**config.mk**
```make
export PLATFORM = sky130hd
export DESIGN_NAME = binary_kv_sasl_erlang_classifier_flat
export DESIGN_NICKNAME = d
export VERILOG_FILES = /design/src/hw/rtl/bkc_pkg.sv /design/src/hw/rtl/bkc_if.sv /design/src/hw/rtl/bkc_capture.sv /design/src/hw/rtl/bkc_decide.sv /design/src/hw/rtl/binary_kv_sasl_erlang_classifier.sv /design/src/flat_wrapper.sv
export VERILOG_INCLUDE_DIRS = /design/src /design/src/hw/rtl
export SDC_FILE = /design/constraint.sdc
export NUM_CORES = 1
export LEC_CHECK = 0
export BUFFER_PORTS_ARGS = -buffer_cell sky130_fd_sc_hd__buf_2
export CAP_MARGIN = 20
export CORE_MARGIN = 3
export CORE_UTILIZATION = 50
export CTS_BUF_LIST = sky130_fd_sc_hd__clkbuf_4 sky130_fd_sc_hd__clkbuf_8
export DETAILED_ROUTE_END_ITERATION = 12
export PLACE_DENSITY = 0.77
export SLEW_MARGIN = 30
export SYNTH_ARGS = -nofsm -noshare
export SYNTH_HDL_FRONTEND = slang
export SYNTH_SLANG_ARGS = --single-unit
export TNS_END_PERCENT = 50
```
**constraint.sdc**
```tcl
create_clock -name clk -period 11.15 [get_ports clk]
set_input_delay 1.115 -clock clk [delete_from_list [all_inputs] [get_ports clk]]
set_output_delay 1.115 -clock clk [all_outputs]
set_load 0.1 [all_outputs]
```
**src/hw/rtl/binary_kv_sasl_erlang_classifier_macros.svh**
```systemverilog
// assertion helpers for the classifier
`ifndef BINARY_KV_SASL_ERLANG_CLASSIFIER_MACROS_SVH
`define BINARY_KV_SASL_ERLANG_CLASSIFIER_MACROS_SVH
`define BKC_ASSERT_IMP(label, clk, rstn, ante, cons) \
	label: assert property (@(posedge clk) disable iff (!rstn) (ante) |-> (cons)) \
		else $error("assertion failed");
`define BKC_ASSERT_NEXT(label, clk, rstn, ante, cons) \
	label: assert property (@(posedge clk) disable iff (!rstn) (ante) |=> (cons)) \
		else $error("assertion failed");
`endif

```
**src/hw/rtl/bkc_pkg.sv**
```systemverilog
//------------------------------------------------------------------------------
// bkc_pkg
// types and constants shared by the classifier modules
//------------------------------------------------------------------------------
`default_nettype none
package bkc_pkg;
	localparam int unsigned MAX_PAYLOAD_DEF = 65535;
	localparam int unsigned HDR_N = 24;
	localparam int unsigned WIN_N = 12;
	localparam int unsigned CFG_IDX_W = 2;

	typedef enum logic [2:0] {
		V_CONT = 3'd0, V_WAIT = 3'd1, V_REJECT = 3'd2, V_IDENT = 3'd3, V_DONE = 3'd4
	} verdict_t;
	typedef enum logic [1:0] {
		K_NONE = 2'd0, K_KV = 2'd1, K_PMAP = 2'd2, K_DIST = 2'd3
	} kind_t;
	typedef enum logic [1:0] {
		PM_NONE = 2'd0, PM_Z = 2'd1, PM_X = 2'd2
	} pmap_t;
	typedef enum logic [1:0] {
		CFG_FRAME = 2'd0, CFG_VER = 2'd1, CFG_BODY = 2'd2
	} cfg_idx_t;

	localparam logic [1:0] MARK_NONE = 2'd0;
	localparam logic [1:0] MARK_SERVER = 2'd1;
	localparam logic [1:0] MARK_CLIENT = 2'd2;

	localparam logic [7:0] KV_REQ_MAGIC = 8'h80;
	localparam logic [7:0] KV_RSP_MAGIC = 8'h81;
	localparam logic [7:0] OP_LIST = 8'h20;
	localparam logic [7:0] OP_AUTH = 8'h21;

	typedef struct packed {
		logic [15:0] frame_max;
		logic [15:0] ver_max;
		logic [15:0] body_max;
	} cfg_t;

	// session state
	typedef struct packed {
		logic  open;
		logic  decided;
		logic  saw_req;
		logic  op_auth;
		logic  pm_seen;
		pmap_t pm_code;
		logic  dreq;
		logic  dresp;
	} sess_t;

	// a finished packet handed from the byte stage to the verdict stage
	typedef struct packed {
		logic [HDR_N-1:0][7:0] hdr;
		logic [15:0]           len;
		logic                  mech;
		logic                  client;
		logic                  ingress;
		logic                  sbegin;
	} pkt_t;

	typedef struct packed {
		verdict_t   verdict;
		kind_t      kind;
		logic [1:0] mark;
	} res_t;

	function automatic logic node_ok(input logic [7:0] t);
		return t == 8'd72 || t == 8'd77 || t == 8'd104 || t == 8'd109 || t == 8'd110;
	endfunction
endpackage
`default_nettype wire

```
**src/hw/rtl/bkc_if.sv**
```systemverilog
//------------------------------------------------------------------------------
// bkc_in_if, bkc_out_if, bkc_cfg_if
// valid/ready channels of the classifier
//------------------------------------------------------------------------------
`default_nettype none
interface bkc_in_if;
	logic       valid;
	logic       ready;
	logic [7:0] payload_byte;
	logic       from_client;
	logic       packet_first;
	logic       packet_last;
	logic       session_begin;
	logic       session_ingress;
	modport source (output valid, payload_byte, from_client, packet_first, packet_last,
		session_begin, session_ingress, input ready);
	modport sink (input valid, payload_byte, from_client, packet_first, packet_last,
		session_begin, session_ingress, output ready);
endinterface

interface bkc_out_if;
	logic       valid;
	logic       ready;
	logic [2:0] verdict;
	logic [1:0] matched_kind;
	logic [1:0] endpoint_mark;
	modport source (output valid, verdict, matched_kind, endpoint_mark, input ready);
	modport sink (input valid, verdict, matched_kind, endpoint_mark, output ready);
endinterface

interface bkc_cfg_if;
	logic        valid;
	logic        ready;
	logic [1:0]  index;
	logic [15:0] data;
	modport source (output valid, index, data, input ready);
	modport sink (input valid, index, data, output ready);
endinterface
`default_nettype wire

```
**src/hw/rtl/bkc_capture.sv**
```systemverilog
//------------------------------------------------------------------------------
// bkc_capture
// per-byte stage: header store, byte count and mechanism name match
//------------------------------------------------------------------------------
`default_nettype none
module bkc_capture
	import bkc_pkg::*;
#(
	parameter int unsigned MAX_PAYLOAD = MAX_PAYLOAD_DEF
) (
	input  wire logic       clk,
	input  wire logic       arst_n,
	input  wire logic       take,
	input  wire logic [7:0] byte_in,
	input  wire logic       client,
	input  wire logic       first,
	input  wire logic       sbegin,
	input  wire logic       ingress,
	output pkt_t            pkt
);
	localparam int unsigned CW = $clog2(MAX_PAYLOAD + 1);
	localparam int unsigned KW = CW + 18;

	logic [HDR_N-1:0][7:0] hdr_q;
	logic [WIN_N-1:0][7:0] win_q;
	logic [CW-1:0]         cnt_q;
	logic                  mech_q;
	logic                  client_q;

	logic                  st;
	logic [HDR_N-1:0][7:0] hdr_n;
	logic [WIN_N-1:0][7:0] win_n;
	logic [CW-1:0]         pos;
	logic [KW-1:0]         posw;
	logic                  mech_n;
	logic                  cl_n;
	logic                  hit;
	logic                  in_region;
	logic [KW-1:0]         key_end;
	logic [CW-1:0]         len_n;

	// window index 11 holds the newest byte
	function automatic logic tail_is(input logic [WIN_N-1:0][7:0] w,
		input logic [8*WIN_N-1:0] s, input int unsigned n);
		logic r;
		r = 1'b1;
		for (int j = 0; j < WIN_N; j++)
			if (j < n && w[WIN_N-n+j] != s[8*(n-1-j) +: 8]) r = 1'b0;
		return r;
	endfunction

	always_comb begin
		st = first | sbegin;
		cl_n = st ? client : client_q;
		pos = st ? '0 : cnt_q;
		posw = KW'(pos);
		hdr_n = st ? '0 : hdr_q;
		win_n = st ? '0 : win_q;
		mech_n = st ? 1'b0 : mech_q;
		for (int i = 0; i < HDR_N; i++)
			if (pos == CW'(i)) hdr_n[i] = byte_in;
		for (int i = 0; i < WIN_N-1; i++)
			win_n[i] = win_n[i+1];
		win_n[WIN_N-1] = byte_in;
		key_end = KW'(24) + KW'({hdr_n[2], hdr_n[3]});
		in_region = !cl_n || (posw < key_end);
		hit = 1'b0;
		if (posw >= KW'(28) && tail_is(win_n, {56'd0, "PLAIN"}, 5)) hit = 1'b1;
		if (posw >= KW'(31) && tail_is(win_n, {32'd0, "CRAM-MD5"}, 8)) hit = 1'b1;
		if (posw >= KW'(33) && tail_is(win_n, {16'd0, "SCRAM-SHA1"}, 10)) hit = 1'b1;
		if (posw >= KW'(35) && tail_is(win_n, "SCRAM-SHA256", 12)) hit = 1'b1;
		if (posw >= KW'(35) && tail_is(win_n, "SCRAM-SHA512", 12)) hit = 1'b1;
		if (posw >= KW'(24) && in_region && hit) mech_n = 1'b1;
		if (pos < CW'(MAX_PAYLOAD)) len_n = pos + CW'(1);
		else len_n = pos;
	end

	always_ff @(posedge clk or negedge arst_n) begin
		if (!arst_n) begin
			cnt_q <= '0;
			mech_q <= 1'b0;
			client_q <= 1'b0;
			hdr_q <= '0;
			win_q <= '0;
		end else if (take) begin
			cnt_q <= len_n;
			mech_q <= mech_n;
			client_q <= cl_n;
			hdr_q <= hdr_n;
			win_q <= win_n;
		end
	end

	// the verdict logic only compares against small lengths
	always_comb begin
		pkt.hdr = hdr_n;
		if (KW'(len_n) > KW'(16'hffff)) pkt.len = 16'hffff;
		else pkt.len = 16'(len_n);
		pkt.mech = mech_n;
		pkt.client = cl_n;
		pkt.ingress = ingress;
		pkt.sbegin = sbegin;
	end
endmodule
`default_nettype wire

```
**src/hw/rtl/bkc_decide.sv**
```systemverilog
//------------------------------------------------------------------------------
// bkc_decide
// verdict logic for one finished packet and next session state
//------------------------------------------------------------------------------
`default_nettype none
module bkc_decide
	import bkc_pkg::*;
(
	input  wire pkt_t  pkt,
	input  wire sess_t sess,
	input  wire cfg_t  cfg,
	output res_t       res,
	output sess_t      sess_n
);
	localparam logic [8*11-1:0] ST_REFUSED = {"not_", "allowed"};

	logic [1:0]  dres;
	logic [15:0] len;
	logic [7:0]  magic;
	logic [7:0]  op;
	logic        zero_req;
	logic        zero_rsp;
	logic [31:0] body;
	logic        ok;
	logic        both;
	logic [1:0]  mk;
	sess_t       s;

	function automatic logic hdr_eq(input logic [HDR_N-1:0][7:0] h,
		input logic [8*11-1:0] str, input int unsigned n);
		logic r;
		r = 1'b1;
		for (int i = 0; i < 11; i++)
			if (i < n && h[3+i] != str[8*(n-1-i) +: 8]) r = 1'b0;
		return r;
	endfunction

	always_comb begin
		len = pkt.len;
		dres = 2'd1;
		if (len < 16'd5 || {pkt.hdr[0], pkt.hdr[1]} > cfg.frame_max) dres = 2'd0;
		else if (pkt.hdr[2] == "n") begin
			if ({pkt.hdr[3], pkt.hdr[4]} > cfg.ver_max) dres = 2'd0;
		end else if (pkt.hdr[2] == "s") begin
			if (hdr_eq(pkt.hdr, {72'd0, "ok"}, 2) ||
				(len >= 16'd6 && hdr_eq(pkt.hdr, {64'd0, "nok"}, 3)) ||
				(len >= 16'd14 && hdr_eq(pkt.hdr, ST_REFUSED, 11)) ||
				(len >= 16'd8 && hdr_eq(pkt.hdr, {48'd0, "alive"}, 5)))
				dres = 2'd2;
		end else if (pkt.hdr[2] != "r" && pkt.hdr[2] != "a") dres = 2'd0;
	end

	always_comb begin
		magic = pkt.hdr[0];
		op = pkt.hdr[1];
		zero_req = 1'b1;
		zero_rsp = 1'b1;
		for (int i = 2; i < HDR_N; i++) begin
			if (pkt.hdr[i] != 8'd0) zero_rsp = 1'b0;
			if ((i < 12 || i > 15) && pkt.hdr[i] != 8'd0) zero_req = 1'b0;
		end
		body = {pkt.hdr[8], pkt.hdr[9], pkt.hdr[10], pkt.hdr[11]};
		mk = pkt.ingress ? MARK_SERVER : MARK_CLIENT;
		s = sess;
		if (pkt.sbegin) s = '0;
		res = '{verdict: V_WAIT, kind: K_NONE, mark: MARK_NONE};
		ok = 1'b0;
		both = s.dreq && s.dresp;
		if (s.decided) res.verdict = V_DONE;
		else if (!s.open && !pkt.client) begin
			s.decided = 1'b1;
			res.verdict = V_REJECT;
		end else begin
			s.open = 1'b1;
			if (len < 16'd4) res.verdict = V_WAIT;
			else if (pkt.client) begin
				if (pkt.hdr[2] == "z") begin
					s.pm_code = PM_Z; s.pm_seen = 1'b1;
					res = '{verdict: V_CONT, kind: K_PMAP, mark: MARK_NONE};
				end else if (pkt.hdr[2] == "x" && len >= 16'd12 && node_ok(pkt.hdr[5])
					&& pkt.hdr[6] == 8'd0) begin
					s.pm_code = PM_X; s.pm_seen = 1'b1;
					res = '{verdict: V_CONT, kind: K_PMAP, mark: MARK_NONE};
				end else if (dres != 2'd0) begin
					s.dreq = 1'b1;
					res.kind = K_DIST;
					res.verdict = V_CONT;
					if (both) begin s.decided = 1'b1; res.verdict = V_IDENT; end
				end else if (magic != KV_REQ_MAGIC || pkt.hdr[5] > 8'd3) begin
					s.decided = 1'b1; res.verdict = V_REJECT;
				end else if (op == OP_LIST) begin
					if (len < 16'd24) res.verdict = V_WAIT;
					else if (!zero_req) begin s.decided = 1'b1; res.verdict = V_REJECT; end
					else begin
						s.op_auth = 1'b0; s.saw_req = 1'b1;
						res = '{verdict: V_CONT, kind: K_KV, mark: MARK_NONE};
					end
				end else if (op == OP_AUTH) begin
					if (len < 16'd29) res.verdict = V_WAIT;
					else if (!pkt.mech) begin s.decided = 1'b1; res.verdict = V_REJECT; end
					else begin
						s.op_auth = 1'b1; s.saw_req = 1'b1;
						res = '{verdict: V_CONT, kind: K_KV, mark: MARK_NONE};
					end
				end else begin
					s.decided = 1'b1; res.verdict = V_REJECT;
				end
			end else if (s.pm_seen) begin
				if (magic == "w")
					ok = s.pm_code == PM_Z && len >= 16'd12 && node_ok(pkt.hdr[4])
						&& pkt.hdr[5] == 8'd0;
				else if (magic == "y") ok = s.pm_code == PM_X;
				s.decided = 1'b1;
				if (ok) res = '{verdict: V_IDENT, kind: K_PMAP, mark: mk};
				else res.verdict = V_REJECT;
			end else if (s.dreq) begin
				if (dres == 2'd0) begin s.decided = 1'b1; res.verdict = V_REJECT; end
				else begin
					res.kind = K_DIST;
					if (dres == 2'd2 || s.dresp) begin
						s.decided = 1'b1; res.verdict = V_IDENT;
					end else res.verdict = V_CONT;
					s.dresp = 1'b1;
				end
			end else if (magic != KV_RSP_MAGIC) begin
				s.decided = 1'b1; res.verdict = V_REJECT;
			end else if (op == OP_LIST) begin
				if (!s.saw_req || s.op_auth) begin s.decided = 1'b1; res.verdict = V_REJECT; end
				else if (len < 16'd29) res.verdict = V_WAIT;
				else begin
					s.decided = 1'b1;
					if (body < 32'd5 || body > {16'd0, cfg.body_max} || !pkt.mech)
						res.verdict = V_REJECT;
					else res = '{verdict: V_IDENT, kind: K_KV, mark: mk};
				end
			end else if (op == OP_AUTH) begin
				if (!s.saw_req || !s.op_auth) begin s.decided = 1'b1; res.verdict = V_REJECT; end
				else if (len < 16'd24) res.verdict = V_WAIT;
				else begin
					s.decided = 1'b1;
					if (!zero_rsp) res.verdict = V_REJECT;
					else res = '{verdict: V_IDENT, kind: K_KV, mark: mk};
				end
			end else begin
				s.decided = 1'b1; res.verdict = V_REJECT;
			end
		end
		sess_n = s;
	end
endmodule
`default_nettype wire

```
**src/hw/rtl/binary_kv_sasl_erlang_classifier.sv**
```systemverilog
//------------------------------------------------------------------------------
// binary_kv_sasl_erlang_classifier
// per-session key-value SASL / Erlang handshake classifier
//------------------------------------------------------------------------------
// usage:
//   in: one payload byte per word with direction, packet and session marks
//   out: one verdict word for every byte marked packet_last
//   cfg: register writes (index 0 frame max, 1 version max, 2 body max),
//        only while the block is idle
// result: a verdict is loaded into the output register when the last byte of a
//   packet is accepted
// throughput: one byte per cycle while ready is high; the per-byte header, count and
//   window update and the verdict logic are combinational
// stall: ready stays high while the output register is empty or being read;
//   if a verdict is waiting and not taken, input is held off
// reset: session and packet state clear, registers return to 256, 16, 256;
//   the output register is empty
//------------------------------------------------------------------------------
`default_nettype none
`include "binary_kv_sasl_erlang_classifier_macros.svh"
module binary_kv_sasl_erlang_classifier
	import bkc_pkg::*;
#(
	parameter int unsigned MAX_PAYLOAD = MAX_PAYLOAD_DEF
) (
	input wire logic clk,
	input wire logic arst_n,
	bkc_in_if.sink   in_ch,
	bkc_out_if.source out_ch,
	bkc_cfg_if.sink  cfg_ch
);
	cfg_t  cfg_q;
	sess_t sess_q;
	sess_t sess_n;
	pkt_t  pkt;
	res_t  res;
	res_t  res_q;
	logic  ovalid_q;
	logic  take;

	assign in_ch.ready = !ovalid_q || out_ch.ready;
	assign take = in_ch.valid && in_ch.ready;
	assign cfg_ch.ready = 1'b1;

	bkc_capture #(.MAX_PAYLOAD(MAX_PAYLOAD)) u_cap (
		.clk(clk), .arst_n(arst_n), .take(take), .byte_in(in_ch.payload_byte),
		.client(in_ch.from_client), .first(in_ch.packet_first),
		.sbegin(in_ch.session_begin), .ingress(in_ch.session_ingress), .pkt(pkt)
	);

	bkc_decide u_dec (.pkt(pkt), .sess(sess_q), .cfg(cfg_q), .res(res), .sess_n(sess_n));

	always_ff @(posedge clk or negedge arst_n) begin
		if (!arst_n) begin
			cfg_q <= '{frame_max: 16'd256, ver_max: 16'd16, body_max: 16'd256};
		end else if (cfg_ch.valid) begin
			case (cfg_ch.index)
				CFG_FRAME: cfg_q.frame_max <= cfg_ch.data;
				CFG_VER:   cfg_q.ver_max <= cfg_ch.data;
				CFG_BODY:  cfg_q.body_max <= cfg_ch.data;
				default:   ;
			endcase
		end
	end

	always_ff @(posedge clk or negedge arst_n) begin
		if (!arst_n) begin
			sess_q <= '0;
			ovalid_q <= 1'b0;
		end else begin
			if (take) begin
				if (in_ch.packet_last) sess_q <= sess_n;
				else if (in_ch.session_begin) sess_q <= '0;
			end
			if (take && in_ch.packet_last) ovalid_q <= 1'b1;
			else if (out_ch.ready) ovalid_q <= 1'b0;
		end
	end

	always_ff @(posedge clk) begin
		if (take && in_ch.packet_last) res_q <= res;
	end

	assign out_ch.valid = ovalid_q;
	assign out_ch.verdict = res_q.verdict;
	assign out_ch.matched_kind = res_q.kind;
	assign out_ch.endpoint_mark = res_q.mark;

	`BKC_ASSERT_NEXT(a_result_loaded, clk, arst_n, take && in_ch.packet_last, out_ch.valid)
	`BKC_ASSERT_NEXT(a_hold_stalled, clk, arst_n, out_ch.valid && !out_ch.ready,
		out_ch.valid && $stable(out_ch.verdict))
	`BKC_ASSERT_IMP(a_done_no_kind, clk, arst_n,
		out_ch.valid && out_ch.verdict == V_DONE, out_ch.matched_kind == K_NONE)
endmodule
`default_nettype wire

```
**src/flat_wrapper.sv**
```systemverilog
// flat-port wrapper written by rule: the top's interface ports become plain ports
module binary_kv_sasl_erlang_classifier_flat import bkc_pkg::*;
#(
	parameter int unsigned MAX_PAYLOAD = MAX_PAYLOAD_DEF
)
  (clk, arst_n, in_ch_valid, in_ch_payload_byte, in_ch_from_client, in_ch_packet_first, in_ch_packet_last, in_ch_session_begin, in_ch_session_ingress, in_ch_ready, out_ch_valid, out_ch_verdict, out_ch_matched_kind, out_ch_endpoint_mark, out_ch_ready, cfg_ch_valid, cfg_ch_index, cfg_ch_data, cfg_ch_ready);
  bkc_in_if in_ch_i ();
  bkc_out_if out_ch_i ();
  bkc_cfg_if cfg_ch_i ();
  input wire logic clk;
  input wire logic arst_n;
  input wire logic [$bits(in_ch_i.valid)-1:0] in_ch_valid;
  input wire logic [$bits(in_ch_i.payload_byte)-1:0] in_ch_payload_byte;
  input wire logic [$bits(in_ch_i.from_client)-1:0] in_ch_from_client;
  input wire logic [$bits(in_ch_i.packet_first)-1:0] in_ch_packet_first;
  input wire logic [$bits(in_ch_i.packet_last)-1:0] in_ch_packet_last;
  input wire logic [$bits(in_ch_i.session_begin)-1:0] in_ch_session_begin;
  input wire logic [$bits(in_ch_i.session_ingress)-1:0] in_ch_session_ingress;
  output wire logic [$bits(in_ch_i.ready)-1:0] in_ch_ready;
  output wire logic [$bits(out_ch_i.valid)-1:0] out_ch_valid;
  output wire logic [$bits(out_ch_i.verdict)-1:0] out_ch_verdict;
  output wire logic [$bits(out_ch_i.matched_kind)-1:0] out_ch_matched_kind;
  output wire logic [$bits(out_ch_i.endpoint_mark)-1:0] out_ch_endpoint_mark;
  input wire logic [$bits(out_ch_i.ready)-1:0] out_ch_ready;
  input wire logic [$bits(cfg_ch_i.valid)-1:0] cfg_ch_valid;
  input wire logic [$bits(cfg_ch_i.index)-1:0] cfg_ch_index;
  input wire logic [$bits(cfg_ch_i.data)-1:0] cfg_ch_data;
  output wire logic [$bits(cfg_ch_i.ready)-1:0] cfg_ch_ready;
  assign in_ch_i.valid = in_ch_valid;
  assign in_ch_i.payload_byte = in_ch_payload_byte;
  assign in_ch_i.from_client = in_ch_from_client;
  assign in_ch_i.packet_first = in_ch_packet_first;
  assign in_ch_i.packet_last = in_ch_packet_last;
  assign in_ch_i.session_begin = in_ch_session_begin;
  assign in_ch_i.session_ingress = in_ch_session_ingress;
  assign in_ch_ready = in_ch_i.ready;
  assign out_ch_valid = out_ch_i.valid;
  assign out_ch_verdict = out_ch_i.verdict;
  assign out_ch_matched_kind = out_ch_i.matched_kind;
  assign out_ch_endpoint_mark = out_ch_i.endpoint_mark;
  assign out_ch_i.ready = out_ch_ready;
  assign cfg_ch_i.valid = cfg_ch_valid;
  assign cfg_ch_i.index = cfg_ch_index;
  assign cfg_ch_i.data = cfg_ch_data;
  assign cfg_ch_ready = cfg_ch_i.ready;
  binary_kv_sasl_erlang_classifier #(.MAX_PAYLOAD(MAX_PAYLOAD)) u_core (.clk(clk), .arst_n(arst_n), .in_ch(in_ch_i), .out_ch(out_ch_i), .cfg_ch(cfg_ch_i));
endmodule
```
# ---- Word-level counts from Yosys, hierarchy flattened
# Index checks and enable logic that the tools add are counted.
dict set report op_classes {
  add_sub_neg 2
  n_mul 0
  div 0
  n_lt_le_gt_ge 20
  eq_ne 107
  shift 0
  mux 252
  bitwise_logic 1
  n_reduce_logical 81
}
# operator n
set op_table {}
lappend op_table {{!= test 8 x 7 -> 1 bit (second input constant)} 48}
lappend op_table {{two-way mux 8 bit} 25}
lappend op_table {{two-way mux 192 bit} 1}
lappend op_table {{nonzero test 8 bit} 22}
lappend op_table {{two-way mux 1 bit} 148}
lappend op_table {{equality test 16 x 4 -> 1 bit (second input constant)} 8}
lappend op_table {{equality test 16 x 5 -> 1 bit (second input constant)} 8}
lappend op_table {{equality test 8 x 7 -> 1 bit (second input constant)} 16}
lappend op_table {{two-way mux 3 bit} 36}
lappend op_table {{two-way mux 96 bit} 1}
lappend op_table {{!= test 8 x 6 -> 1 bit (second input constant)} 11}
lappend op_table {{equality test 16 x 3 -> 1 bit (second input constant)} 4}
lappend op_table {{two-way mux 7 bit} 7}
lappend op_table {{greater-or-equal comparator 16 x 4 -> 1 bit (second input constant)} 3}
lappend op_table {{greater-or-equal comparator 16 x 5 -> 1 bit (second input constant)} 3}
lappend op_table {{two-way mux 2 bit} 21}
lappend op_table {{equality test 16 x 2 -> 1 bit (second input constant)} 2}
lappend op_table {{greater-or-equal comparator 16 x 6 -> 1 bit (second input constant)} 2}
lappend op_table {{> comparator 16 bit} 2}
lappend op_table {{> comparator 32 x 16 -> 1 bit} 1}
lappend op_table {{less-than comparator 16 x 3 -> 1 bit (second input constant)} 2}
lappend op_table {{less-than comparator 16 x 5 -> 1 bit (second input constant)} 2}
lappend op_table {{less-than comparator 32 x 3 -> 1 bit (second input constant)} 1}
lappend op_table {{two-way mux 16 bit} 2}
lappend op_table {{other kinds (26)} 87}
dict set report word_totals {
  register_bits 371
  latch_bits 0
  mem_bits_rw 0
  mem_bits_ro 0
  input_bits 36
  out_inout_bits 10
  wordCells 518
  memories 0
}

# ---- Logic depth before layout (Yosys ltp)
# Gate-level depths: netlist of the first run.
dict set report logic_depth {
  ltp_word 45
  ltp_mapped 27
  depth_no_buf 22
}

# ---- Modules after synthesis
# From an unflattened synthesis of the first run, not the netlist that was laid out.
dict set report hier_totals {
  cells_unflattened 2314
  hier_area_um2 20986.4
}
# mod n_inst cells_per_inst area_each_um2 seq_area_each_um2
set by_module_without_submodules {}
lappend by_module_without_submodules {bkc_capture 1 1734 15687.5 7457.2}
lappend by_module_without_submodules {bkc_decide 1 444 2896.5 0.0}
lappend by_module_without_submodules {binary_kv_sasl_erlang_classifier 1 136 2402.3 1665.3}

# ---- Least setup slack after synthesis of the first run
# No wires, ideal clock.
dict set report synth_timing {
  kind {input port to flip-flop}
  from {input port in_ch_packet_first}
  to {register u_core.res_q (netlist bit u_core.out_ch.verdict[0]) (data pin)}
  setup_time_ps 158
  t_arrival_ps 6391
  t_required_ps 10992
  slack_ps 4601
  path_stages 26
  path_buffers 8
  path_cell_list {buf_2 buf_6 nor2_1 clkbuf_1 clkbuf_1 clkbuf_1 clkbuf_1 clkbuf_1 clkbuf_1 a31oi_1 ha_1 nor2_1 nand3_1 nor3_1 xnor2_1 ha_1 nand2_1 o211ai_1 nor4_1 o2111ai_1 a311oi_1 o32ai_1 or4_1 a31oi_1 a21oi_1 o211ai_1}
}
dict set report synth_via {
  elab_chain_cells 37
  word_cells_on_any_way 350
  cone_classes {add/sub: 2; order compare: 20; eq/ne: 98; mux: 164; bitwise: 1; reduce/logical: 65}
}
# element line
set synth_lines {}
lappend synth_lines {{start: declaration} flat_wrapper.sv:15} ;# input wire logic [$bits(in_ch_i.packet_first)-1:0] in_ch_packet_first;
lappend synth_lines {{OR 1 bit *} bkc_capture.sv:53} ;# st = first | sbegin;
lappend synth_lines {{two-way mux 16 bit} bkc_capture.sv:55} ;# pos = st ? '0 : cnt_q;
lappend synth_lines {{equality test 16 x 2 -> 1 bit} bkc_capture.sv:61} ;# if (pos == CW'(i)) hdr_n[i] = byte_in;
lappend synth_lines {{two-way mux 8 bit} bkc_capture.sv:61}
lappend synth_lines {{nonzero test 8 bit} bkc_decide.sv:59} ;# if (pkt.hdr[i] != 8'd0) zero_rsp = 1'b0;
lappend synth_lines {{two-way mux 1 bit (22 in a row)} bkc_decide.sv:59}
lappend synth_lines {{two-way mux 1 bit} bkc_decide.sv:141} ;# if (!zero_rsp) res.verdict = V_REJECT;
lappend synth_lines {{two-way mux 2 bit} bkc_decide.sv:138} ;# else if (len < 16'd24) res.verdict = V_WAIT;
lappend synth_lines {{two-way mux 2 bit} bkc_decide.sv:137} ;# if (!s.saw_req || !s.op_auth) begin s.decided = 1'b1; res.verdict = V_REJECT; end
lappend synth_lines {{two-way mux 3 bit} bkc_decide.sv:136} ;# end else if (op == OP_AUTH) begin
lappend synth_lines {{two-way mux 7 bit} bkc_decide.sv:127} ;# end else if (op == OP_LIST) begin
lappend synth_lines {{two-way mux 3 bit} bkc_decide.sv:125} ;# end else if (magic != KV_RSP_MAGIC) begin
lappend synth_lines {{two-way mux 5 bit} bkc_decide.sv:116} ;# end else if (s.dreq) begin
lappend synth_lines {{two-way mux 7 bit} bkc_decide.sv:108} ;# end else if (s.pm_seen) begin
lappend synth_lines {{two-way mux 7 bit} bkc_decide.sv:76} ;# else if (pkt.client) begin
lappend synth_lines {{two-way mux 3 bit} bkc_decide.sv:75} ;# if (len < 16'd4) res.verdict = V_WAIT;
lappend synth_lines {{end signal: assignment} binary_kv_sasl_erlang_classifier.sv:81} ;# if (take && in_ch.packet_last) res_q <= res;
lappend synth_lines {{end: declaration} binary_kv_sasl_erlang_classifier.sv:37} ;# res_t res_q;
# Every way passes the cells marked *; elsewhere a longest branch is shown, timed or not. The select of a mux whose other input is x is not followed.
# A chain may end at the register's enable or synchronous reset.

# ---- Worst setup path in the final report of the first run
dict set report layout_timing {
  from {register u_core.u_cap.cnt_q[6]}
  to {register u_core.res_q (netlist bit u_core.out_ch.endpoint_mark[1]) (data pin)}
}
dict set report layout_via {
  elab_chain_cells 35
  word_cells_on_any_way 266
  cone_classes {add/sub: 2; order compare: 20; eq/ne: 64; mux: 119; reduce/logical: 61}
}
# element line
set layout_lines {}
lappend layout_lines {{start: declaration} bkc_capture.sv:26} ;# logic [CW-1:0] cnt_q;
lappend layout_lines {{start signal: assignment} bkc_capture.sv:86} ;# cnt_q <= len_n;
lappend layout_lines {{two-way mux 16 bit *} bkc_capture.sv:55}
lappend layout_lines {{equality test 16 x 2 -> 1 bit} bkc_capture.sv:61}
lappend layout_lines {{two-way mux 8 bit} bkc_capture.sv:61}
lappend layout_lines {{nonzero test 8 bit} bkc_decide.sv:59}
lappend layout_lines {{two-way mux 1 bit (22 in a row)} bkc_decide.sv:59}
lappend layout_lines {{two-way mux 3 bit} bkc_decide.sv:141}
lappend layout_lines {{two-way mux 3 bit} bkc_decide.sv:138}
lappend layout_lines {{two-way mux 3 bit} bkc_decide.sv:137}
lappend layout_lines {{two-way mux 4 bit} bkc_decide.sv:136}
lappend layout_lines {{two-way mux 7 bit} bkc_decide.sv:127}
lappend layout_lines {{two-way mux 4 bit} bkc_decide.sv:125}
lappend layout_lines {{two-way mux 2 bit} bkc_decide.sv:116}
lappend layout_lines {{two-way mux 7 bit} bkc_decide.sv:108}
lappend layout_lines {{two-way mux 7 bit} bkc_decide.sv:76}
# Marked as above.

==> tab_implementation.tex, run 1 <==
\begin{tabular}{lr}
\hline
Metric & Value \\
\hline
\multicolumn{2}{l}{\textbf{Floorplan}} \\
Core area & 0.0414 mm\^{}2 \\
Area enclosed by the die boundary & 0.0451 mm\^{}2 \\
Number of placement rows & 74 \\
Floorplan die height & between 200 and 250 um \\
Chip Width & 212 um \\
I/O pin count & 46 \\
Starting density of the core & 51.4\% \\
\multicolumn{2}{l}{\textbf{Clocking}} \\
CTS H-Tree Depth & 3 \\
Root buf cell & clkbuf\_8 \\
Number of post-CTS setup repair buffers & 0 \\
CTS sink cnt & 363 \\
Resize count post-CTS & 0 \\
Clock buffers created by TritonCTS & 66 \\
TritonCTS clock tree & built \\
Maximum root-to-sink buffer count & 3 \\
Count of hold-fix buffers inserted at cts & 0 \\
Clock latency of the later-clocked register in the worst-skew pair & $\sim$670 ps \\
Clock slew seen by the registers of the worst setup and hold paths & 60 ps \\
\multicolumn{2}{l}{\textbf{Detailed routing}} \\
Drt first pass iters & 6 \\
Drt via density & 6.65 \\
Vias post-DR & 20,000 \\
Final ANT Viol Nets & 0 \\
DRC & 0 \\
Wire per inst & 24.7 um \\
Wirelength, routed & 74,600 um \\
DRC violation total after the first TritonRoute iteration & 2,734 \\
\multicolumn{2}{l}{\textbf{Placement}} \\
Count of port buffers added during placement & 44 \\
Worst slack after detailed placement & 4060 ps \\
RD Place Congestion & 1.05 \\
Cell area after placement & $\sim$0.022 mm\^{}2 \\
Post-detail-place hpwl & 50,700 um \\
\multicolumn{2}{l}{\textbf{Setup path}} \\
Worst EP required & 11,560 ps \\
Type of destination of the critical path & flip-flop \\
Maximum fanout encountered on the critical timing path & 16 \\
Crit path DAT & between 6000 and 7000 ps \\
Worst reg2reg setup slack & between 4000 and 5000 ps \\
Kind of start point of the critical path & flip-flop \\
Crit Path Class & reg -> reg \\
\multicolumn{2}{l}{\textbf{Timing}} \\
Final min period & 6570 ps \\
Hold slack final & between 400 and 500 ps \\
Hold violation total from the final report & 0 \\
Rel. slew slack & between 20\% and 30\% \\
Number of endpoints failing setup at the final stage & 0 \\
Final critical-path share of the clock period & 58.9\% \\
Max Clock Skew & between 30 and 40 ps \\
Worst path setup slack after routing & $\sim$4600 ps \\
Slew at the pin closest to its max-slew limit & roughly 1100 ps \\
Highest achievable clock rate & 0.152 GHz \\
Unrepaired setup endpoints after global routing & no \\
Max Transition Viols Final & 0 \\
Final setup TNS & 0 ps \\
\multicolumn{2}{l}{\textbf{Yosys}} \\
Sequential element share of the synthesized area & a little over two fifths \\
Synth Flop Type & dfrtp\_1 \\
Netlist area before placement & 0.0213 mm\^{}2 \\
Number of warnings issued by yosys & 0 \\
Number of flip-flops and latches in the synthesized netlist & 363 \\
Share of flip-flops with an asynchronous set or reset & 98.1\% \\
Number of enable-type register cells in the synthesized netlist & 7 \\
Avg Inst Size Synth & 8.68 um\^{}2 \\
Net count after synthesis & between 2,000 and 3,000 \\
Number of distinct library cells after synthesis & 91 \\
Cell count after synthesis & 2,452 \\
\multicolumn{2}{l}{\textbf{Cells and area}} \\
Layout Cell Area excl Fill & 0.0232 mm\^{}2 \\
Most common cell after layout, fill and taps aside & nand2\_1 \\
Reg area & 0.00912 mm\^{}2 \\
Proportion of layout cells with a drive suffix above 1 & 11.4\% \\
Fin nets & 2,534 \\
Total of fill cells in the finished design & 3,701 \\
Synth-to-layout area growth & 9.30\% \\
Area of the multi-input gates & 0.0112 mm\^{}2 \\
Commonest cells after routing, fill and taps aside & nand2\_1 (482), dfrtp\_1 (353), a22o\_1 (146), nor2\_1 (138), o21ai\_0 (136) \\
\multicolumn{2}{l}{\textbf{Power}} \\
Cell area power density & 136 mW/mm\^{}2 \\
Maximum ir drop on the vdd rail & 156 uV \\
Leak pwr & 0.0107 uW \\
Power Total & 3170 uW \\
\multicolumn{2}{l}{\textbf{GRT}} \\
Gr usage total & 33.1\% \\
Maximum number of pins on one net before global-route repair & 180 \\
Number of global-route vias before repair & slightly below 20,000 \\
Antenna violations before repair & 4 \\
Global-route wire length before repair & 115,000 um \\
Overflow left after global routing & 0 \\
\multicolumn{2}{l}{\textbf{Status}} \\
Status & finished, final reports clean \\
\multicolumn{2}{l}{\textbf{Run}} \\
Max Cap Violations & 0 \\
\multicolumn{2}{l}{\textbf{Hold path}} \\
Class of the most critical hold timing path & reg -> reg \\
\hline
\end{tabular}
==> cells in the mapped netlist (all sizes together) (23+ instances only) <==
master,n,area [um^2]
nand2,483,1810
dfrtp,353,8830
o21ai,151,756
a22o,146,1280
nor2,139,522
nand3,127,636
clkbuf,124,467
inv,84,315
a21oi,83,419
nor3,74,385
nand4,69,444
ha,63,788
nor4,57,420
buf,43,234
mux2,40,450
or4,27,210
and3,26,164
mux2i,23,230
==> registers in the layout, indices dropped and copies added (netlist names) <==
register	count
u_core.u_cap.hdr_q	192
u_core.u_cap.win_q	88
u_core.cfg_q	48
u_core.u_cap.cnt_q	16
u_core.sess_q	9
u_core.out_ch.verdict	3
u_core.out_ch.endpoint_mark	2
u_core.out_ch.matched_kind	2
u_core.out_ch.valid	1
u_core.u_cap.client_q	1
u_core.u_cap.mech_q	1
==> worst max-delay path: stages (launching register included) <==
cell      delay [ps]
dfrtp_1          560
nor4_1           350
buf_4            260
nand3_1          530
nor2_1           720
a21oi_1          230
ha_1             270
nor2_1           210
nand3_1          230
nor3_1           310
xnor2_1          120
ha_1             300
nand2_1           60
o211ai_1         250
a41o_1           150
a31oi_1          100
or3_1            310
o32ai_1          690
nor2_1           160
nand2_1          110
a21oi_1           70
o21ai_0          260
nor2_1            80
==> power by group <==
part / switching [uW] / total (uW) / internal [uW]
logic: 302 / 416 / 114
registers: 39.8 / 1420 / 1380
clock network: 577 / 1330 / 756
total: 919 / 3170 / 2250
==> kinds of logic (layout without fill, tap and decap cells) <==
| kind of cell | count (synthesis) | in the layout | synth area share (%) |
|---|---|---|---|
| buffers and inverters | 251 | 283 | 4.78 |
| AO/OA/AOI/OAI | 553 | 553 | 17.9 |
| flip-flops | 363 | 363 | 42.9 |
| AND/OR/NAND/NOR | 1142 | 1142 | 26.8 |
| other | 1 | 2 | 0.0176 |
| multiplexers | 63 | 63 | 3.20 |
| XOR/XNOR | 16 | 16 | 0.659 |
| adder cells (fa/ha/maj) | 63 | 63 | 3.71 |
==> layer usage <==
layer	track usage (%)	part of all wire [%]	up-vias
li1	-	-	8931
met1	46.4	42	9807
met2	48.7	44	1102
met3	8.63	10	205
met4	14.1	4.2	4
met5	0	0.036	-
==> stage by stage <==
step                      std cells  util (%)
after floorplan                2452         -
after global placement         2898      52.7
after detailed placement       2898      52.7
after CTS                      3015      56.1
after global routing           3016      56.2
final                          3017      56.2
==> path summary, 6_finish.rpt <==
kind / from / end / depth (start not counted)
setup / recovery: u_core.u_cap.cnt_q[6]$_DFFE_PN0P_ / u_core.out_ch.endpoint_mark[1]$_SDFFCE_PP0P_ / 22
hold / removal: u_core.u_cap.win_q[12]$_DFFE_PN0P_ / u_core.u_cap.win_q[12]$_DFFE_PN0P_ / 2
setup reg to reg: u_core.u_cap.cnt_q[6]$_DFFE_PN0P_ / u_core.out_ch.endpoint_mark[1]$_SDFFCE_PP0P_ / 22
hold reg to reg: u_core.u_cap.win_q[12]$_DFFE_PN0P_ / u_core.u_cap.win_q[12]$_DFFE_PN0P_ / 2
max in group asynchronous: arst_n / u_core.out_ch.valid$_DFFE_PN0P_ / 3
min in group asynchronous: arst_n / u_core.u_cap.hdr_q[160]$_DFFE_PN0P_ / 1
==> cell type report <==
class	instances	share of cell area, %
repair buffers	82	2.44
clock buffers	107	5.72
diodes	1	0.0108
multi-input cells	1838	48.1
inverters	84	1.36
flip-flops and latches	363	39.2
clock inverters	10	0.296
well taps	532	2.86
(Power assumes the default switching activity.)
==> run 2: changes to the inputs <==
Clock period 11.15 ns to 6.4 ns, I/O delays scaled along.
==> run 2 against run 1 <==
Net effect:
- maximum frequency increased by 10%
- utilization increased by 0.81 points
- sequential cell count unchanged
- final cell count increased by 1.2%
- wire length increased by 0.39%
- via count increased by 2.1%
- non-clock buffer count increased by 34
- critical path type unchanged
- largest power group unchanged
==> tab_implementation.tex, run 2 (synthesis gave the netlist of run 1 again) <==
\begin{tabular}{lr}
\hline
Metric & Value \\
\hline
\multicolumn{2}{l}{\textbf{Cells and area}} \\
Register bank with the most flops & u\_core.u\_cap.hdr\_q \\
Commonest cells after routing, fill and taps aside & nand2\_1 (482), dfrtp\_1 (353), a22o\_1 (146), nor2\_1 (137), o21ai\_0 (136) \\
Largest registers & u\_core.u\_cap.hdr\_q: 192 flops, u\_core.u\_cap.win\_q: 88 flops, u\_core.cfg\_q: 48 flops \\
Antenna Cells & 0 \\
Proportion of layout cells with a drive suffix above 1 & about 13\% \\
Total of fill cells in the finished design & 3,660 \\
Fin nets & 2,569 \\
Most common cell after layout, fill and taps aside & nand2\_1 \\
Flip-flop count of the largest register after layout & 192 \\
Synth-to-layout area growth & 10.9\% \\
Layout Cell Area excl Fill & $\sim$0.024 mm\^{}2 \\
End-of-flow core utilization & 57.0\% \\
\multicolumn{2}{l}{\textbf{Detailed routing}} \\
DRC & 0 \\
Wire per inst & 24.5 um \\
Final ANT Viol Nets & 0 \\
Vias post-DR & 20,500 \\
Wirelength, routed & 74,900 um \\
Drt first pass iters & 7 \\
DRC violation total after the first TritonRoute iteration & 2,943 \\
Drt via density & 6.71 \\
\multicolumn{2}{l}{\textbf{Power}} \\
Power Total & roughly 5700 uW \\
Leak pwr & 0.0109 uW \\
Maximum ir drop on the vdd rail & 262 uV \\
Cell area power density & 240 mW/mm\^{}2 \\
\multicolumn{2}{l}{\textbf{Timing}} \\
Final setup TNS & 0 ps \\
Slew at the pin closest to its max-slew limit & 1010 ps \\
Max Clock Skew & 55.8 ps \\
Rel. slew slack & 32.1\% \\
Final min period & 5960 ps \\
Highest achievable clock rate & 0.168 GHz \\
Worst path setup slack after routing & 444 ps \\
Number of endpoints failing setup at the final stage & 0 \\
Hold violation total from the final report & 0 \\
Final critical-path share of the clock period & between 90\% and 100\% \\
Max Transition Viols Final & 0 \\
Unrepaired setup endpoints after global routing & no \\
\multicolumn{2}{l}{\textbf{Placement}} \\
RD Place Congestion & 1.06 \\
Count of port buffers added during placement & 44 \\
Cell area after placement & 0.0221 mm\^{}2 \\
Worst slack after detailed placement & 609 ps \\
Post-detail-place hpwl & 52,100 um \\
\multicolumn{2}{l}{\textbf{GRT}} \\
Global-route wire length before repair & 116,000 um \\
Overflow left after global routing & 0 \\
Gr usage total & between 30\% and 40\% \\
Number of global-route vias before repair & 19,600 \\
Antenna violations before repair & 0 \\
Maximum number of pins on one net before global-route repair & roughly 140 \\
\multicolumn{2}{l}{\textbf{Setup path}} \\
Chain of cells forming the critical path & or4\_1 -> nor3\_2 -> nand2\_1 -> nor2\_1 -> a31oi\_1 -> ha\_1 -> nor2\_1 -> nand3\_1 -> nor3\_1 -> xnor2\_1 -> ha\_1 -> nand2\_1 -> o211ai\_1 -> nor4\_1 -> o2111ai\_1 -> a311oi\_1 -> o32ai\_1 -> or4\_1 -> a31oi\_1 -> a21oi\_1 -> o211ai\_1 \\
Crit Path Class & reg -> reg \\
Delay of the slowest critical-path stage & approximately 760 ps \\
Kind of start point of the critical path & flip-flop \\
Maximum fanout encountered on the critical timing path & 12 \\
Buf+Inv Stages, Crit Path & 0 \\
Worst reg2reg setup slack & 440 ps \\
Worst EP required & 6930 ps \\
CP delay by family, top & simple AND/OR/NAND/NOR gates \\
Type of destination of the critical path & flip-flop \\
Crit path DAT & 6480 ps \\
Slowest-stage cell, CP & or4\_1 \\
\multicolumn{2}{l}{\textbf{Clocking}} \\
Number of post-CTS setup repair buffers & 0 \\
Maximum root-to-sink buffer count & 3 \\
CTS H-Tree Depth & 3 \\
Root buf cell & clkbuf\_8 \\
Clock latency of the later-clocked register in the worst-skew pair & approximately 680 ps \\
Clock slew seen by the registers of the worst setup and hold paths & 60 ps \\
Resize count post-CTS & 0 \\
Count of hold-fix buffers inserted at cts & 1 \\
CTS sink cnt & 363 \\
TritonCTS clock tree & built \\
Clock buffers created by TritonCTS & 67 \\
\multicolumn{2}{l}{\textbf{Floorplan}} \\
I/O pin count & 46 \\
Area enclosed by the die boundary & 0.0451 mm\^{}2 \\
Number of placement rows & 74 \\
Chip Width & 212 um \\
Starting density of the core & 51.4\% \\
Core area & about 0.041 mm\^{}2 \\
Floorplan die height & 212 um \\
\multicolumn{2}{l}{\textbf{Run}} \\
Max Cap Violations & 0 \\
\multicolumn{2}{l}{\textbf{Hold path}} \\
Class of the most critical hold timing path & in -> reg \\
\multicolumn{2}{l}{\textbf{Status}} \\
Status & finished, final reports clean \\
\hline
\end{tabular}
==> run 2: cell types whose count changed in the layout (fill, tap and decap cells not counted), sizes merged <==
cell         before  now
clkbuf          107   95
dlygate4sd3       0    1
buf              82  115
diode             1    0
clkinv            5   16
bufinv            0    4
clkinvlp          2    1
==> run 2: through the flow <==
step	hold WS, ps	cells
after global placement	445	2932
after detailed placement	464	2932
final	218	3052
after CTS	183	3052
after floorplan	344	2452
after global routing	228	3052
==> run 2: cell type report <==
type / count / area, um^2 / share of cell area (%)
Clock buffer: 95 / 1230 / 5.20
Clock inverter: 24 / 256 / 1.09
Inverter: 84 / 315 / 1.34
Multi-Input combinational cell: 1838 / 11200 / 47.4
Sequential cell: 363 / 9120 / 38.7
Tap cell: 532 / 666 / 2.82
Timing Repair Buffer: 116 / 831 / 3.52
==> run 2: worst paths after layout <==
check                      depth (start not counted)                                     end                          startpoint
setup / recovery                                  21  u_core.out_ch.verdict[0]$_SDFFCE_PP0P_  u_core.u_cap.cnt_q[10]$_DFFE_PN0P_
hold / removal                                     3            u_core.cfg_q[35]$_DFFE_PN0P_                      cfg_ch_data[3]
setup reg to reg                                  21  u_core.out_ch.verdict[0]$_SDFFCE_PP0P_  u_core.u_cap.cnt_q[10]$_DFFE_PN0P_
hold reg to reg                                    2      u_core.u_cap.win_q[38]$_DFFE_PN0P_  u_core.u_cap.win_q[38]$_DFFE_PN0P_
max in group asynchronous                          3      u_core.u_cap.hdr_q[54]$_DFFE_PN0P_                              arst_n
min in group asynchronous                          2     u_core.u_cap.hdr_q[172]$_DFFE_PN0P_                              arst_n
==> run 2: tightest hold or removal path, delay by kind of cell <==
kind,cells,cell delay (ps)
AO/OA/AOI/OAI,1,60
buffers and inverters,1,100
AND/OR/NAND/NOR,1,50
==> run 2: report_power, final <==
group	internal (uW)	switching, uW
Combinational	208	525
Sequential	2400	77.1
Clock	1410	1050
==> run 2: metal layers <==
layer  track usage, %  vias up  wire length, um
met1             46.7     9989            30800
met4             15.4        0             3750
met5                0        -                0
met2             48.6     1241            32200
met3             8.16      245             8120
li1                 -     9005                -
